`config.mk`:
```
export PLATFORM = sky130hd
export DESIGN_NAME = c_escape_sequence_decoder
export DESIGN_NICKNAME = d
export VERILOG_FILES = /design/src/rtl/ced_pkg.sv /design/src/rtl/ced_front.sv /design/src/rtl/ced_queue.sv /design/src/rtl/ced_back.sv /design/src/rtl/c_escape_sequence_decoder.sv
export SDC_FILE = /design/constraint.sdc
export NUM_CORES = 1
export LEC_CHECK = 0
export BUFFER_PORTS_ARGS = -buffer_cell sky130_fd_sc_hd__buf_2
export CAP_MARGIN = 10
export CORE_ASPECT_RATIO = 0.75
export CORE_MARGIN = 1.5
export CORE_UTILIZATION = 28
export CTS_BUF_LIST = sky130_fd_sc_hd__clkbuf_16
export CTS_CLUSTER_DIAMETER = 100
export CTS_CLUSTER_SIZE = 10
export DETAILED_ROUTE_END_ITERATION = 10
export PLACE_DENSITY_LB_ADDON = 0.2
export SYNTH_ARGS = -nofsm -noshare
export SYNTH_HDL_FRONTEND = slang
export SYNTH_SLANG_ARGS = --single-unit
```
`constraint.sdc`:
```
create_clock -name clk -period 3.45 [get_ports clk]
set_input_delay 0.69 -clock clk [delete_from_list [all_inputs] [get_ports clk]]
set_output_delay 0.69 -clock clk [all_outputs]
set_load 0.05 [all_outputs]
```
`src/rtl/ced_pkg.sv`:
```
// shared types, constants and helpers for the escape sequence decoder
// no dependencies; imported by every module of the decoder
`default_nettype none

package ced_pkg;

    localparam int QUEUE_DEPTH_DEF = 2;

    localparam logic [7:0] CH_BSLASH = 8'h5C;
    localparam logic [7:0] CH_ZERO   = 8'h30;
    localparam logic [7:0] CH_ONE    = 8'h31;
    localparam logic [7:0] CH_SEVEN  = 8'h37;
    localparam logic [7:0] CH_NINE   = 8'h39;
    localparam logic [7:0] CH_UP_A   = 8'h41;
    localparam logic [7:0] CH_UP_F   = 8'h46;
    localparam logic [7:0] CH_LO_A   = 8'h61;
    localparam logic [7:0] CH_LO_B   = 8'h62;
    localparam logic [7:0] CH_LO_E   = 8'h65;
    localparam logic [7:0] CH_LO_F   = 8'h66;
    localparam logic [7:0] CH_LO_N   = 8'h6E;
    localparam logic [7:0] CH_LO_R   = 8'h72;
    localparam logic [7:0] CH_LO_T   = 8'h74;
    localparam logic [7:0] CH_LO_V   = 8'h76;
    localparam logic [7:0] CH_LO_X   = 8'h78;

    localparam logic [7:0] CODE_BEL = 8'd7;
    localparam logic [7:0] CODE_BS  = 8'd8;
    localparam logic [7:0] CODE_HT  = 8'd9;
    localparam logic [7:0] CODE_LF  = 8'd10;
    localparam logic [7:0] CODE_VT  = 8'd11;
    localparam logic [7:0] CODE_FF  = 8'd12;
    localparam logic [7:0] CODE_CR  = 8'd13;
    localparam logic [7:0] CODE_ESC = 8'd27;

    typedef enum logic [2:0] {
        M_IDLE = 3'd0,
        M_ESC  = 3'd1,
        M_ZERO = 3'd2,
        M_OCT1 = 3'd3,
        M_OCT2 = 3'd4,
        M_HEX0 = 3'd5,
        M_HEX1 = 3'd6
    } mode_t;

    typedef struct packed {
        logic [7:0] value;
        logic       overflow;
        logic       final_res;
    } res_t;

    // one queue entry: the results caused by one input word
    typedef struct packed {
        logic two;
        res_t r0;
        res_t r1;
    } pkt_t;

    // bit 4 set means not a hex digit
    function automatic logic [4:0] hex_val(input logic [7:0] c);
        logic [4:0] h;
        h = 5'd16;
        if (c >= CH_ZERO && c <= CH_NINE)
            h = 5'(c - CH_ZERO);
        else if (c >= CH_UP_A && c <= CH_UP_F)
            h = 5'(c - CH_UP_A + 8'd10);
        else if (c >= CH_LO_A && c <= CH_LO_F)
            h = 5'(c - CH_LO_A + 8'd10);
        return h;
    endfunction

    function automatic logic is_oct(input logic [7:0] c);
        return (c >= CH_ZERO) && (c <= CH_SEVEN);
    endfunction

endpackage

`default_nettype wire

```
`src/rtl/ced_front.sv`:
```
// front end: escape state machine, turns one character into up to two results
// uses ced_pkg; feeds ced_queue
`default_nettype none

module ced_front
    import ced_pkg::*;
(
    input  wire logic       clk,
    input  wire logic       rst_n,
    input  wire logic       take,
    input  wire logic [7:0] ch,
    input  wire logic       end_of_text,
    output      logic       push,
    output      pkt_t       pkt
);

    mode_t       mode_reg, mode_next;
    logic [8:0]  acc_reg, acc_next;
    logic [7:0]  val [2];
    logic        ov [2];
    logic [1:0]  cnt;
    logic [7:0]  own_c;
    logic        own_en;
    logic [4:0]  h;
    logic [8:0]  oct_v;
    logic [2:0]  dig;

    always_comb
    begin
        mode_next = mode_reg;
        acc_next  = acc_reg;
        val[0]    = 8'd0;
        val[1]    = 8'd0;
        ov[0]     = 1'b0;
        ov[1]     = 1'b0;
        cnt       = 2'd0;
        own_en    = 1'b0;
        own_c     = ch;
        h         = hex_val(ch);
        dig       = ch[2:0];
        oct_v     = {acc_reg[5:0], dig};

        case (mode_reg)
            M_ESC:
            begin
                acc_next  = 9'd0;
                mode_next = M_IDLE;
                cnt       = 2'd1;
                case (ch)
                    CH_LO_A: val[0] = CODE_BEL;
                    CH_LO_B: val[0] = CODE_BS;
                    CH_LO_E: val[0] = CODE_ESC;
                    CH_LO_F: val[0] = CODE_FF;
                    CH_LO_N: val[0] = CODE_LF;
                    CH_LO_R: val[0] = CODE_CR;
                    CH_LO_T: val[0] = CODE_HT;
                    CH_LO_V: val[0] = CODE_VT;
                    CH_ZERO:
                    begin
                        mode_next = M_ZERO;
                        cnt       = 2'd0;
                    end
                    CH_LO_X:
                    begin
                        mode_next = M_HEX0;
                        cnt       = 2'd0;
                    end
                    default:
                    begin
                        if (ch >= CH_ONE && ch <= CH_SEVEN)
                        begin
                            acc_next  = {6'd0, dig};
                            mode_next = M_OCT1;
                            cnt       = 2'd0;
                        end
                        else
                            val[0] = ch;
                    end
                endcase
            end
            M_ZERO:
            begin
                if (ch >= CH_ONE && ch <= CH_SEVEN)
                begin
                    acc_next  = {6'd0, dig};
                    mode_next = M_OCT2;
                end
                else
                begin
                    cnt    = 2'd1;
                    own_en = 1'b1;
                end
            end
            M_OCT1:
            begin
                if (is_oct(ch))
                begin
                    acc_next  = oct_v;
                    mode_next = M_OCT2;
                end
                else
                begin
                    val[0] = acc_reg[7:0];
                    cnt    = 2'd1;
                    own_en = 1'b1;
                end
            end
            M_OCT2:
            begin
                cnt = 2'd1;
                if (is_oct(ch))
                begin
                    val[0]    = oct_v[7:0];
                    ov[0]     = oct_v[8];
                    acc_next  = 9'd0;
                    mode_next = M_IDLE;
                end
                else
                begin
                    val[0] = acc_reg[7:0];
                    own_en = 1'b1;
                end
            end
            M_HEX0:
            begin
                if (!h[4])
                begin
                    acc_next  = {5'd0, h[3:0]};
                    mode_next = M_HEX1;
                end
                else
                begin
                    val[0] = CH_LO_X;
                    cnt    = 2'd1;
                    own_en = 1'b1;
                end
            end
            M_HEX1:
            begin
                cnt = 2'd1;
                if (!h[4])
                begin
                    val[0]    = {acc_reg[3:0], h[3:0]};
                    acc_next  = 9'd0;
                    mode_next = M_IDLE;
                end
                else
                begin
                    val[0] = acc_reg[7:0];
                    own_en = 1'b1;
                end
            end
            default:
            begin
                own_en = 1'b1;
            end
        endcase

        // character that ends a run is handled as if idle
        if (own_en)
        begin
            acc_next = 9'd0;
            if (own_c == CH_BSLASH)
                mode_next = M_ESC;
            else
            begin
                mode_next    = M_IDLE;
                val[cnt[0]]  = own_c;
                ov[cnt[0]]   = 1'b0;
                cnt          = cnt + 2'd1;
            end
        end

        // flush whatever escape is still pending
        if (end_of_text)
        begin
            case (mode_next)
                M_ESC:
                begin
                    val[cnt[0]] = CH_BSLASH;
                    cnt         = cnt + 2'd1;
                end
                M_ZERO:
                begin
                    val[cnt[0]] = 8'd0;
                    cnt         = cnt + 2'd1;
                end
                M_OCT1, M_OCT2, M_HEX1:
                begin
                    val[cnt[0]] = acc_next[7:0];
                    cnt         = cnt + 2'd1;
                end
                M_HEX0:
                begin
                    val[cnt[0]] = CH_LO_X;
                    cnt         = cnt + 2'd1;
                end
                default:
                begin
                end
            endcase
            mode_next = M_IDLE;
            acc_next  = 9'd0;
        end
    end

    always_comb
    begin
        push              = take && (cnt != 2'd0);
        pkt.two           = (cnt == 2'd2);
        pkt.r0.value      = val[0];
        pkt.r0.overflow   = ov[0];
        pkt.r0.final_res  = end_of_text && (cnt == 2'd1);
        pkt.r1.value      = val[1];
        pkt.r1.overflow   = ov[1];
        pkt.r1.final_res  = end_of_text && (cnt == 2'd2);
    end

    always_ff @(posedge clk or negedge rst_n)
    begin
        if (!rst_n)
        begin
            mode_reg <= M_IDLE;
            acc_reg  <= 9'd0;
        end
        else if (take)
        begin
            mode_reg <= mode_next;
            acc_reg  <= acc_next;
        end
    end

endmodule

`default_nettype wire

```
`src/rtl/ced_queue.sv`:
```
// short register queue of result packets between front and back end
// uses ced_pkg for the packet type
`default_nettype none

module ced_queue
    import ced_pkg::*;
#(
    parameter int DEPTH = QUEUE_DEPTH_DEF
)
(
    input  wire logic clk,
    input  wire logic rst_n,
    input  wire logic push,
    input  wire pkt_t din,
    input  wire logic pop,
    output      pkt_t dout,
    output      logic empty,
    output      logic full
);

    localparam int PTR_W = (DEPTH > 1) ? $clog2(DEPTH) : 1;
    localparam int CNT_W = $clog2(DEPTH + 1);

    pkt_t             mem_reg [DEPTH];
    logic [PTR_W-1:0] wr_reg, wr_next;
    logic [PTR_W-1:0] rd_reg, rd_next;
    logic [CNT_W-1:0] cnt_reg, cnt_next;

    function automatic logic [PTR_W-1:0] ptr_inc(input logic [PTR_W-1:0] p);
        return (p == PTR_W'(DEPTH - 1)) ? '0 : p + 1'b1;
    endfunction

    always_comb
    begin
        empty    = (cnt_reg == '0);
        full     = (cnt_reg == CNT_W'(DEPTH));
        dout     = mem_reg[rd_reg];
        wr_next  = push ? ptr_inc(wr_reg) : wr_reg;
        rd_next  = pop ? ptr_inc(rd_reg) : rd_reg;
        cnt_next = cnt_reg;
        if (push && !pop)
            cnt_next = cnt_reg + 1'b1;
        else if (pop && !push)
            cnt_next = cnt_reg - 1'b1;
    end

    always_ff @(posedge clk)
    begin
        if (push)
            mem_reg[wr_reg] <= din;
    end

    always_ff @(posedge clk or negedge rst_n)
    begin
        if (!rst_n)
        begin
            wr_reg  <= '0;
            rd_reg  <= '0;
            cnt_reg <= '0;
        end
        else
        begin
            wr_reg  <= wr_next;
            rd_reg  <= rd_next;
            cnt_reg <= cnt_next;
        end
    end

endmodule

`default_nettype wire

```
`src/rtl/ced_back.sv`:
```
// back end: hands the one or two results of each packet out as words
// uses ced_pkg; reads the head of ced_queue
`default_nettype none

module ced_back
    import ced_pkg::*;
(
    input  wire logic       clk,
    input  wire logic       rst_n,
    input  wire pkt_t       head,
    input  wire logic       empty,
    output      logic       pop,
    output      logic       m_tvalid,
    input  wire logic       m_tready,
    output      logic [7:0] m_tdata,
    output      logic       m_tuser,
    output      logic       m_tlast
);

    logic idx_reg, idx_next;
    res_t cur;

    always_comb
    begin
        m_tvalid = !empty;
        cur      = idx_reg ? head.r1 : head.r0;
        m_tdata  = cur.value;
        m_tuser  = cur.overflow;
        m_tlast  = cur.final_res;
        // second word of a pair, or the only word
        pop      = m_tvalid && m_tready && (idx_reg || !head.two);
        idx_next = idx_reg;
        if (m_tvalid && m_tready)
            idx_next = !pop;
    end

    always_ff @(posedge clk or negedge rst_n)
    begin
        if (!rst_n)
            idx_reg <= 1'b0;
        else
            idx_reg <= idx_next;
    end

endmodule

`default_nettype wire

```
`src/rtl/c_escape_sequence_decoder.sv`:
```
// top level of the escape sequence decoder: front end, packet queue, back end
// depends on ced_pkg, ced_front, ced_queue and ced_back

// Decodes the body of a C string literal, one character per word. The input
// side takes one word per cycle whenever the packet queue has room; each word
// yields zero, one or two output words, and the output side sends one word per
// cycle while m_tready is high, so a word that yields two results (a terminator
// after an escape run, or a flush at end of text) is sent as two output words.
// The queue of QUEUE_DEPTH packets lets the front end run on while the output
// side is stalled; the results of an accepted character are registered in the
// queue before they reach the output. s_tlast marks the final character: any
// pending escape is flushed and m_tlast marks the last result it causes.
// m_tuser flags an octal value above 255 that was truncated to eight bits.
`default_nettype none

module c_escape_sequence_decoder
    import ced_pkg::*;
#(
    parameter int QUEUE_DEPTH = QUEUE_DEPTH_DEF
)
(
    input  wire logic       clk,
    input  wire logic       rst_n,
    input  wire logic       s_tvalid,
    output      logic       s_tready,
    input  wire logic [7:0] s_tdata,   // [7:0] ch
    input  wire logic       s_tlast,   // end_of_text
    output      logic       m_tvalid,
    input  wire logic       m_tready,
    output      logic [7:0] m_tdata,   // [7:0] value
    output      logic       m_tuser,   // [0] overflow
    output      logic       m_tlast    // final_res
);

    logic take;
    logic push;
    logic pop;
    logic empty;
    logic full;
    pkt_t pkt_in;
    pkt_t pkt_head;

    assign s_tready = !full;
    assign take     = s_tvalid && s_tready;

    ced_front u_front (
        .clk         (clk),
        .rst_n       (rst_n),
        .take        (take),
        .ch          (s_tdata),
        .end_of_text (s_tlast),
        .push        (push),
        .pkt         (pkt_in)
    );

    ced_queue #(
        .DEPTH (QUEUE_DEPTH)
    ) u_queue (
        .clk   (clk),
        .rst_n (rst_n),
        .push  (push),
        .din   (pkt_in),
        .pop   (pop),
        .dout  (pkt_head),
        .empty (empty),
        .full  (full)
    );

    ced_back u_back (
        .clk      (clk),
        .rst_n    (rst_n),
        .head     (pkt_head),
        .empty    (empty),
        .pop      (pop),
        .m_tvalid (m_tvalid),
        .m_tready (m_tready),
        .m_tdata  (m_tdata),
        .m_tuser  (m_tuser),
        .m_tlast  (m_tlast)
    );

endmodule

`default_nettype wire
```
### Yosys cells after proc, flatten, opt, wreduce, memory -nomap -nowiden

Memory sizes are Yosys's and may differ from the RTL's.
Index checks and enable logic that the tools add are counted.

| word-level totals | value |
|---|---|
| memories kept | 1 |
| register bits | 16 |
| output and inout port bits | 12 |
| input port bits | 13 |
| word-level logic and storage cells | 167 |
| memory bits (writable) | 42 |

Memory list:

| memory | words | width | rd ports | clocked after Yosys merged registers in | wr ports | RTL line | RTL |
|---|---|---|---|---|---|---|---|
| u_queue.mem_reg | 2 | 21 | 1 | 0 | 1 | ced_queue.sv:24 | `pkt_t mem_reg [DEPTH];` |

| operators by class | value |
|---|---|
| $add $sub $neg | 11 |
| bitwise logic cells | 12 |
| muxes and demuxes | 67 |
| $lt $le $gt $ge | 12 |
| reduce and logical (&&, ||, !) cells | 32 |
| eq/ne operators | 26 |

Operator list:

| kind | number |
|---|---|
| 8-bit 2-to-1 mux | 13 |
| 8-bit by 7-bit == test with 1-bit output, second input constant | 10 |
| 8-bit case mux with 9 select lines | 1 |
| 16-bit case mux with 4 select lines | 1 |
| 16-bit 2-to-1 mux | 3 |
| 8-bit case mux with 6 select lines | 1 |
| 8-bit case mux with 5 select lines | 1 |
| 16-bit bitwise mux | 2 |
| 3-bit 2-to-1 mux | 9 |
| 3-bit == test, second input constant | 6 |
| 2-bit 2-to-1 mux | 9 |
| 3-bit case mux with 6 select lines | 1 |
| 16-bit AND | 1 |
| 8-bit AND | 2 |
| 8-bit demux with 1-bit select | 2 |
| 8-bit by 6-bit greater-or-equal comparator with 1-bit output, second input constant | 2 |
| 8-bit by 7-bit greater-or-equal comparator with 1-bit output, second input constant | 2 |
| 8-bit by 6-bit <= comparator with 1-bit output, second input constant | 2 |
| 8-bit by 7-bit <= comparator with 1-bit output, second input constant | 2 |
| 16-bit NOT | 1 |
| 8-bit NOT | 2 |
| 8-bit bitwise OR | 2 |
| 1-bit logical AND | 15 |
| 5-bit 2-to-1 mux | 3 |
| 33 further kinds | 67 |

### Logic depth before layout (Yosys ltp)

Gate-level depths: netlist of run 1.

| depth | value |
|---|---|
| depth in word-level cells | 19 |
| depth in mapped cells | 19 |
| depth with buffers taken out | 17 |

### Cells and area by module

From an unflattened synthesis of run 1, not the netlist that was laid out.

| unflattened totals | value |
|---|---|
| cell total of the unflattened synthesis | 422 |
| area, all modules | 4242.8 sq um |

By module, submodules not included:

| module | area an instance (sq um) | cells each | seq. area each (sq um) | instances |
|---|---|---|---|---|
| ced_front | 2309.7 | 322 | 275.3 | 1 |
| ced_queue | 1706.6 | 81 | 1361.3 | 1 |
| ced_back | 216.5 | 17 | 25.0 | 1 |
| c_escape_sequence_decoder | 10.0 | 2 | 0.0 | 1 |

### Worst setup path after synthesis of run 1

No wires, ideal clock.

| path | value |
|---|---|
| kind | input to register |
| start point | input s_tdata[0] |
| end point | memory u_queue.mem_reg[1][0] (netlist name), enable pin |
| cell stages on the path | 13 |
| data arrival time | 3.980 ns |
| path buffers | 2 |
| slack | -0.927 ns |
| setup time | 0.397 ns |
| path through | clkbuf_1 inv_1 ha_1 clkbuf_2 or3b_1 o211a_4 nor2_2 a21oi_2 inv_1 ha_1 nor4_1 o31ai_2 nor2_1 |

| between the ends | value |
|---|---|
| longest elaborated chain between the ends | 17 |

RTL lines:

| what | RTL line | RTL |
|---|---|---|
| from (decl) | c_escape_sequence_decoder.sv:26 | `input wire logic [7:0] s_tdata,` |
| 5-bit by 1-bit subtractor with 5-bit output (tied with other cells) | ced_pkg.sv:65, ced_pkg.sv:67 |  |
| 5-bit by 4-bit adder with 5-bit output / 1-bit logical AND (equally long branches) | ced_pkg.sv:65, ced_pkg.sv:67, ced_pkg.sv:66 |  |
| 5-bit 2-to-1 mux | ced_pkg.sv:66 | `else if (c >= CH_LO_A && c <= CH_LO_F)` |
| 5-bit 2-to-1 mux | ced_pkg.sv:64 | `else if (c >= CH_UP_A && c <= CH_UP_F)` |
| 5-bit 2-to-1 mux | ced_pkg.sv:62 | `if (c >= CH_ZERO && c <= CH_NINE)` |
| 1-bit 2-to-1 mux | ced_front.sv:126, ced_front.sv:141 |  |
| 2-bit case mux with 5 select lines | ced_front.sv:43 | `case (mode_reg)` |
| 2-bit by 1-bit adder with 2-bit output | ced_front.sv:170 | `cnt = cnt + 2'd1;` |
| 2-bit 2-to-1 mux | ced_front.sv:163 | `if (own_c == CH_BSLASH)` |
| 2-bit 2-to-1 mux | ced_front.sv:160 | `if (own_en)` |
| 2-bit by 1-bit adder with 2-bit output | - |  |
| 2-bit 2-to-1 mux | - |  |
| 2-bit 2-to-1 mux (*) | ced_front.sv:175 | `if (end_of_text)` |
| 2-bit nonzero test (*) | ced_front.sv:209 | `push = take && (cnt != 2'd0);` |
| 1-bit logical AND (*) | ced_front.sv:209 |  |
| 1-bit 2-to-1 mux (*) | ced_queue.sv:49 | `if (push)` |
| 1-bit 2-to-1 mux (implied by the code) (*) | ced_queue.sv:50 | `mem_reg[wr_reg] <= din;` |
| to (decl) | ced_queue.sv:24 |  |

Mark *: on every way between the ends. The rest lies on a longest branch, timed or not.

==> results of run 1 <==
-- layout make-up --
class	instances	area, um2	area share
multi-input cells	298	2236	0.4642
clock inverters	3	25.02	0.005195
clock buffers	5	125.1	0.02597
repair buffers	79	558.0	0.1158
flip-flops and latches	56	1602	0.3325
well taps	175	219.0	0.04545
inverters	12	52.55	0.01091
-- report_power, final --
group | switching (mW) | internal (mW)
combinational | 0.622 | 0.346
clock | 0.245 | 0.275
sequential | 0.116 | 0.878
total | 0.982 | 1.50
-- metal layers --
layer / vias up / global-route usage / routed length (um)
met5: - / 0 / 0
met4: 0 / 0.03571 / 167
met3: 20 / 0.02908 / 851
met2: 141 / 0.2484 / 4911
met1: 1730 / 0.2672 / 6268
li1: 1632 / - / -
-- cell families (layout without fill, tap and decap cells) --
kind of cell / Yosys count / count (layout) / share of synthesized area
mux: 16 / 16 / 0.06983
flops: 56 / 56 / 0.4100
fa+ha+maj: 6 / 6 / 0.01922
simple gates: 152 / 152 / 0.2284
buf+inv: 38 / 99 / 0.04036
xor+xnor: 7 / 7 / 0.01570
compound gates: 117 / 117 / 0.2165
-- cells in the final DEF (no fill, tap or decap), types with 6 or more instances in the layout --
cell type	n
a21o_1	7
a21oi_1	17
and3_1	7
buf_2	24
buf_4	53
dfrtp_1	16
edfxtp_1	40
inv_1	8
mux2i_1	7
mux4_2	9
nand2_1	38
nand2b_1	8
nand3_1	6
nand3b_1	6
nor2_1	25
nor2b_1	6
nor3_1	11
o21ai_0	25
-- worst max path at each step --
stage                           from                      to  slack [ps]
after floorplan           s_tdata[0]      u_queue.cnt_reg[1]        -170
after global placement    s_tdata[0]  u_queue.mem_reg[0][12]          20
after detailed placement  s_tdata[0]  u_queue.mem_reg[0][12]         -40
after CTS                 s_tdata[0]  u_queue.mem_reg[1][12]         270
after global routing      s_tdata[0]      u_queue.cnt_reg[1]         120
final                     s_tdata[0]  u_queue.mem_reg[1][14]         280
-- per-stage QoR --
step	hold slack, ps	setup slack (ps)	power [mW]	instance area, um2	instances
after CTS	319.0	265.1	2.509	4817	628
after detailed placement	483.2	-43.35	1.989	4667	620
after floorplan	394.4	-166.1	1.722	4033	392
after global placement	476.0	16.51	1.976	4667	620
final	304.8	283.1	2.481	4817	628
after global routing	333.4	116.9	2.608	4817	628
==> flow_summary.yaml, run 1 <==
synthesis:
  syn_inst: 392
  synthArstFlopShare: 0.2857
  synth-edff-count: 40
  synth_area_um2: 3906
  synth_top_area_cell: "edfxtp_1"
  synth_flop_cell: "edfxtp_1"
  synthDistinctLibCells: 82
  ys_top_cells_by_area: "edfxtp_1, dfrtp_1, mux4_2"
  syn_avg_cell_area_um2: 9.965
  synth.most_common_cell: "edfxtp_1"
  synth_top_area_frac: 0.3075
  synth_common_cells: "edfxtp_1, nand2_1, nor2_1, o21ai_0"
  synth_seq_cells: 56
  synth_warnings: 0
  yosysSeqAreaShare: 0.4100
  syn_nets: 411
route:
  firstDrtPassIters: 8
  antenna_left: 0
  vias_per_cell: 5.610
  routed_wl_um: 12200
  routedWlPerCell_um: 19.43
  drc: 2
  first_iter_violations: 312
  num_vias: 3523
timing:
  relSlewSlack: 0.4867
  finalMaxSlewViolations: 0
  tns_ps: 0
  setup_viol: 0
  clock_skew_ps: 5.244
  min_period_ps: 3167
  rsz0062_at_grt: "no"
  hold_viol: 0
  fmax_mhz: 315.8
  worstMarginPinSlew_ps: 770.0
  post-route-period-util: 0.9179
hold_path:
  hold_path.class: "in -> async"
cts:
  clock_tree.buffer_depth: 2
  ctsResizeCount: 0
  cts_sinks: 56
  root_buffer: "clkbuf_16"
  cts_tree: "yes"
  clk_latency_ps: 300
  post_cts_buffers: 0
  cts_hold_buffers: 0
  clk_pin_slew_ps: 70
  htreeDepth: 2
  numCtsBuffers: 5
setup_path:
  r2r_setup_slack_ps: 430
  reg2reg_from: "u_front.mode_reg[1]"
  critPathMaxFanout: 7
  r2r_cells: 10
  cp.buffers_inverters: 3
  worst_ep_arrival_time_ps: 3170
  cp_num_cells: 11
  r2r-end: "u_queue.mem_reg[1][18]"
  path_delay_family: "simple AND/OR/NAND/NOR gates"
  critPathCaptureType: "register"
  cp_cell_sequence: "buf_2 > ha_1 > or3b_4 > o211a_4 > buf_4 > o21ai_2 > nand3b_1 > and3_1 > buf_4 > a21oi_1 > a32oi_1"
  worst_setup_path_start_kind: "primary input"
  max_stage_delay_ps: 400
  path_class: "in -> reg"
  path_common_cell: "buf_4"
  cp.required_ps: 3450
  cp_slowest_cell: "or3b_4"
place:
  place.gp.congestion: 0.9315
  hpwlAfterDp_um: 9460
  io_buffers: 24
outcome:
  status: "finished with violations"
  violations: "design-rule violations"
finish:
  num-fill-cells: 1337
  diodes: 0
  drive_gt1_frac: 0.2848
  nets: 471
  area_growth_syn_to_layout_pct: 23.32
  largest_reg_flops: 40
  final_core_util: 0.3527
die:
  die_h_um: 105.3
  initial_core_util: 0.2860
  row_count: 37
  die_width_um: 139.4
  io_pins: 25
  coreArea_um2: 13660
  dieArea_um2: 14680
power_and_ir_drop:
  p_leak_nw: 1.838
  power_density_nw_per_um2: 515.0
  ir_worst_vdd_uv: 214.7
global_route:
  overflow: 0
  grt_max_degree: 23
  grtUsageTotal: 0.1723
  antenna_found_initial: 0
  grt_pass1_wl_um: 19440
  grt_pass1_vias: 3400
run:
  drv_cap: 0
Note: power is estimated with default switching activity, not from simulation.
==> run 2: changes to the inputs <==
--- a/config.mk
+++ b/config.mk
@@ -9,7 +9,7 @@
 export CAP_MARGIN = 10
 export CORE_ASPECT_RATIO = 0.75
 export CORE_MARGIN = 1.5
-export CORE_UTILIZATION = 28
+export CORE_UTILIZATION = 45
 export CTS_BUF_LIST = sky130_fd_sc_hd__clkbuf_16
 export CTS_CLUSTER_DIAMETER = 100
 export CTS_CLUSTER_SIZE = 10
==> flow_summary.yaml, run 2 (same netlist as run 1, synthesis figures left out) <==
global_route:
  antenna_found_initial: 0
  overflow: 0
  grt_pass1_wl_um: 18530
  grtUsageTotal: 0.2565
  grt_pass1_vias: 3327
  grt_max_degree: 23
die:
  die_h_um: 83.69
  die_width_um: 110.6
  initial_core_util: 0.4620
  coreArea_um2: 8454
  io_pins: 25
  dieArea_um2: 9254
  row_count: 29
setup_path:
  reg2reg_from: "u_front.mode_reg[1]"
  r2r-end: "u_queue.mem_reg[0][10]"
  r2r_setup_slack_ps: 350
  crit_start: "s_tdata[0]"
  worst_setup_path_start_kind: "primary input"
  cp.required_ps: 3670
  worst_ep_arrival_time_ps: 3410
  critPathCaptureType: "register"
  critPathMaxFanout: 7
  r2r_cells: 8
  endpoint: "u_queue.cnt_reg[1]"
  path_class: "in -> reg"
outcome:
  status: "completed"
power_and_ir_drop:
  power_density_nw_per_um2: 525.8
  ir_worst_vdd_uv: 505.8
  p_leak_nw: 1.811
route:
  routed_wl_um: 11410
  routedWlPerCell_um: 20.52
  top_layer: "met4"
  antenna_left: 0
  firstDrtPassIters: 9
  drc: 0
  num_vias: 3532
  wl_met3_um: 1162
  first_iter_violations: 312
  wl_met2_um: 4747
  drt-met1-wl_um: 5384
  vias_per_cell: 6.353
place:
  hpwlAfterDp_um: 8736
  place_area_um2: 4546
  place.gp.congestion: 0.9877
  io_buffers: 24
cts:
  clock_tree.buffer_depth: 2
  numCtsBuffers: 5
  cts_tree: "yes"
  ctsResizeCount: 0
  root_buffer: "clkbuf_16"
  cts_sinks: 56
  post_cts_buffers: 0
  clk_latency_ps: 290
  cts_hold_buffers: 0
  htreeDepth: 2
  clk_pin_slew_ps: 70
timing:
  rsz0062_at_grt: "no"
  finalMaxSlewViolations: 0
  fmax_mhz: 313.1
  post-route-period-util: 0.9259
  clock_skew_ps: 4.322
  hold_viol: 0
  min_period_ps: 3194
  setup_viol: 0
  relSlewSlack: 0.5113
  worstMarginPinSlew_ps: 733.1
finish:
  final_common_cell: "buf_4"
  multiInputGateArea_um2: 2236
  stdcell_area_um2: 4698
  drive_gt1_frac: 0.2768
  area_growth_syn_to_layout_pct: 20.28
  diodes: 0
  nets: 466
  mostFrequentLayoutCells: "buf_4, edfxtp_1, nand2_1, nor2_1, o21ai_0"
  register_area_um2: 1602
  largest_reg_flops: 40
  final_core_util: 0.5557
  num-fill-cells: 744
run:
  drv_cap: 0
hold_path:
  hold_path.class: "in -> async"
run 2: worst min path at each step:
| stage | from | slack, ps | to | cells past startpoint |
|---|---|---|---|---|
| final | rst_n | 300 | u_front.acc_reg[6] | 1 |
| after global placement | u_queue.cnt_reg[1] | 470 | u_queue.cnt_reg[1] | 1 |
| after floorplan | rst_n | 390 | u_back.idx_reg | 0 |
| after CTS | rst_n | 310 | u_front.acc_reg[6] | 1 |
| after detailed placement | u_queue.cnt_reg[1] | 490 | u_queue.cnt_reg[1] | 1 |
| after global routing | rst_n | 330 | u_queue.cnt_reg[0] | 1 |
run 2: cell type report:
type | instances | share of cell area
Inverter | 12 | 0.01119
Clock buffer | 5 | 0.02663
Clock inverter | 3 | 0.005859
Sequential cell | 56 | 0.3409
Tap cell | 108 | 0.02876
Multi-Input combinational cell | 298 | 0.4759
Timing Repair Buffer | 74 | 0.1108
run 2: power breakdown:
part	internal, mW	switching, mW	total, mW	leakage (nW)
logic	0.348	0.612	0.961	1.15
registers	0.878	0.113	0.991	0.591
clock network	0.276	0.243	0.519	0.0719
total	1.50	0.968	2.47	1.81
run 2: metrics by stage:
stage | setup TNS [ps] | total power, mW | std cells | worst slack, ps | hold WS [ps]
after global placement | 0 | 1.960 | 548 | 10.97 | 469.6
after global routing | 0 | 2.588 | 556 | 33.35 | 326.7
after CTS | 0 | 2.488 | 556 | 255.8 | 309.4
after detailed placement | -433.1 | 1.975 | 548 | -38.41 | 490.7
final | 0 | 2.470 | 556 | 255.7 | 297.8
after floorplan | -4266 | 1.722 | 392 | -166.1 | 394.4
run 2: routing by layer:
metal / vias to the layer above / track usage
met3: 18 / 0.06681
met1: 1686 / 0.3986
li1: 1628 / -
met2: 200 / 0.3563
met4: 0 / 0.05478
met5: - / 0
run 2: worst max-delay path, stage by stage:
cell and delay, ps:
buf_2 160, ha_1 260, or3b_4 410, o211a_4 160, nor2_4 130, a21oi_4 70, inv_2 100, ha_4 170
nand2_1 60, o2111ai_1 230, a31oi_1 100, o31ai_4 220, inv_2 70, ha_4 150, xor2_1 130, nor2_1 130
xor2_1 150
==> run 3: changes to the inputs <==
--- a/config.mk
+++ b/config.mk
@@ -5,11 +5,11 @@
 export SDC_FILE = /design/constraint.sdc
 export NUM_CORES = 1
 export LEC_CHECK = 0
-export BUFFER_PORTS_ARGS = -buffer_cell sky130_fd_sc_hd__buf_2
+export BUFFER_PORTS_ARGS = -buffer_cell sky130_fd_sc_hd__buf_4
 export CAP_MARGIN = 10
 export CORE_ASPECT_RATIO = 0.75
 export CORE_MARGIN = 1.5
-export CORE_UTILIZATION = 45
+export CORE_UTILIZATION = 39
 export CTS_BUF_LIST = sky130_fd_sc_hd__clkbuf_16
 export CTS_CLUSTER_DIAMETER = 100
 export CTS_CLUSTER_SIZE = 10
==> flow_summary.yaml, run 3 (same netlist as run 1, synthesis figures left out) <==
die:
  die_width_um: 118.6
  row_count: 31
  coreArea_um2: 9697
  die_h_um: 89.67
  initial_core_util: 0.4028
  io_pins: 25
  dieArea_um2: 10630
cts:
  post_cts_buffers: 0
  numCtsBuffers: 5
  cts_sinks: 56
  ctsResizeCount: 0
  cts_hold_buffers: 0
  root_buffer: "clkbuf_16"
  clk_latency_ps: 300
  clock_tree.buffer_depth: 2
  cts_tree: "yes"
  htreeDepth: 2
  clk_pin_slew_ps: 70
hold_path:
  hold_path.class: "in -> async"
route:
  routed_wl_um: 11470
  firstDrtPassIters: 5
  first_iter_violations: 439
  vias_per_cell: 6.045
  num_vias: 3494
  routedWlPerCell_um: 19.84
  antenna_left: 0
  drc: 0
place:
  io_buffers: 24
  place_area_um2: 4633
  hpwlAfterDp_um: 8846
  place.gp.congestion: 0.9839
finish:
  final_core_util: 0.4928
  mostFrequentLayoutCells: "buf_4, edfxtp_1, nand2_1, nor2_1, o21ai_0"
  area_growth_syn_to_layout_pct: 22.33
  diodes: 0
  largest_reg_flops: 40
  final_common_cell: "buf_4"
  nets: 464
  stdcell_area_um2: 4778
  num-fill-cells: 899
  drive_gt1_frac: 0.2713
timing:
  fmax_mhz: 307.0
  min_period_ps: 3257
  relSlewSlack: 0.5132
  hold_slack_ps: 242.5
  finalMaxSlewViolations: 0
  rsz0062_at_grt: "no"
  hold_viol: 0
  tns_ps: 0
  worstMarginPinSlew_ps: 722.6
  setup_viol: 0
  clock_skew_ps: 4.620
  post-route-period-util: 0.9442
outcome:
  status: "completed"
run:
  drv_cap: 0
global_route:
  grt_pass1_vias: 3185
  antenna_found_initial: 0
  overflow: 0
  grtUsageTotal: 0.2219
  grt_pass1_wl_um: 18090
  grt_max_degree: 23
setup_path:
  r2r_cells: 14
  worst_ep_arrival_time_ps: 3480
  cp.required_ps: 3670
  crit_start: "s_tdata[1]"
  worst_setup_path_start_kind: "primary input"
  critPathMaxFanout: 7
  path_class: "in -> reg"
  r2r_setup_slack_ps: 470
  endpoint: "u_queue.cnt_reg[1]"
  r2r-end: "u_queue.cnt_reg[1]"
  critPathCaptureType: "register"
  reg2reg_from: "u_front.mode_reg[2]"
power_and_ir_drop:
  finalPower_mw: 2.521
  power_density_nw_per_um2: 527.6
  ir_worst_vdd_uv: 268.7
  p_leak_nw: 1.830
[run 3: how the worst min path moves through the flow]
stage	depth (start not counted)	slack (ps)	startpoint	end
floorplan	0	390	rst_n	u_back.idx_reg
global placement	1	470	u_queue.cnt_reg[1]	u_queue.cnt_reg[1]
detailed placement	1	480	u_queue.cnt_reg[1]	u_queue.cnt_reg[1]
CTS	1	250	rst_n	u_back.idx_reg
global route	1	260	rst_n	u_queue.rd_reg
finish	1	240	rst_n	u_queue.rd_reg
[run 3: metrics by stage]
stage / cells / worst slack [ps]
after floorplan: 392 / -166.1
after global placement: 570 / -9.917
after detailed placement: 570 / -84.02
after CTS: 578 / 221.4
after global routing: 578 / 53.31
final: 578 / 192.6
[run 3: where the power goes]
part | switching (mW) | internal (mW) | total, mW
logic | 0.618 | 0.413 | 1.03
registers | 0.108 | 0.878 | 0.986
clock network | 0.236 | 0.268 | 0.504
[run 3: layout make-up]
| type | instances | area [um2] | share of cell area |
|---|---|---|---|
| sequential | 56 | 1602 | 0.3352 |
| clock buffer | 5 | 125.1 | 0.02618 |
| timing repair buffer | 72 | 578.1 | 0.1210 |
| clock inverter | 3 | 20.02 | 0.004190 |
| multi-input combinational | 298 | 2236 | 0.4679 |
| inverter | 12 | 52.55 | 0.01100 |
| tap | 132 | 165.2 | 0.03456 |
[run 3: worst max-delay path, cell delays in order]
cell     delay (ps)
buf_4           110
inv_1           130
ha_1            250
nor4b_1          70
buf_4           150
a21oi_1         190
o41ai_2         140
a21oi_4         170
inv_2            70
ha_4            180
nor4_2          290
nor4_2           80
o31ai_4         310
inv_2            80
ha_4            160
xor2_1          140
nor2_1          140
xor2_1          150
[run 3: routing by layer]
metal  up-vias  part of all wire  global-route usage
li1       1627                 -                   -
met1      1682              0.49              0.3407
met2       168              0.41              0.3208
met3        17             0.089             0.05177
met4         0             0.011             0.03834
met5         -                 0                   0
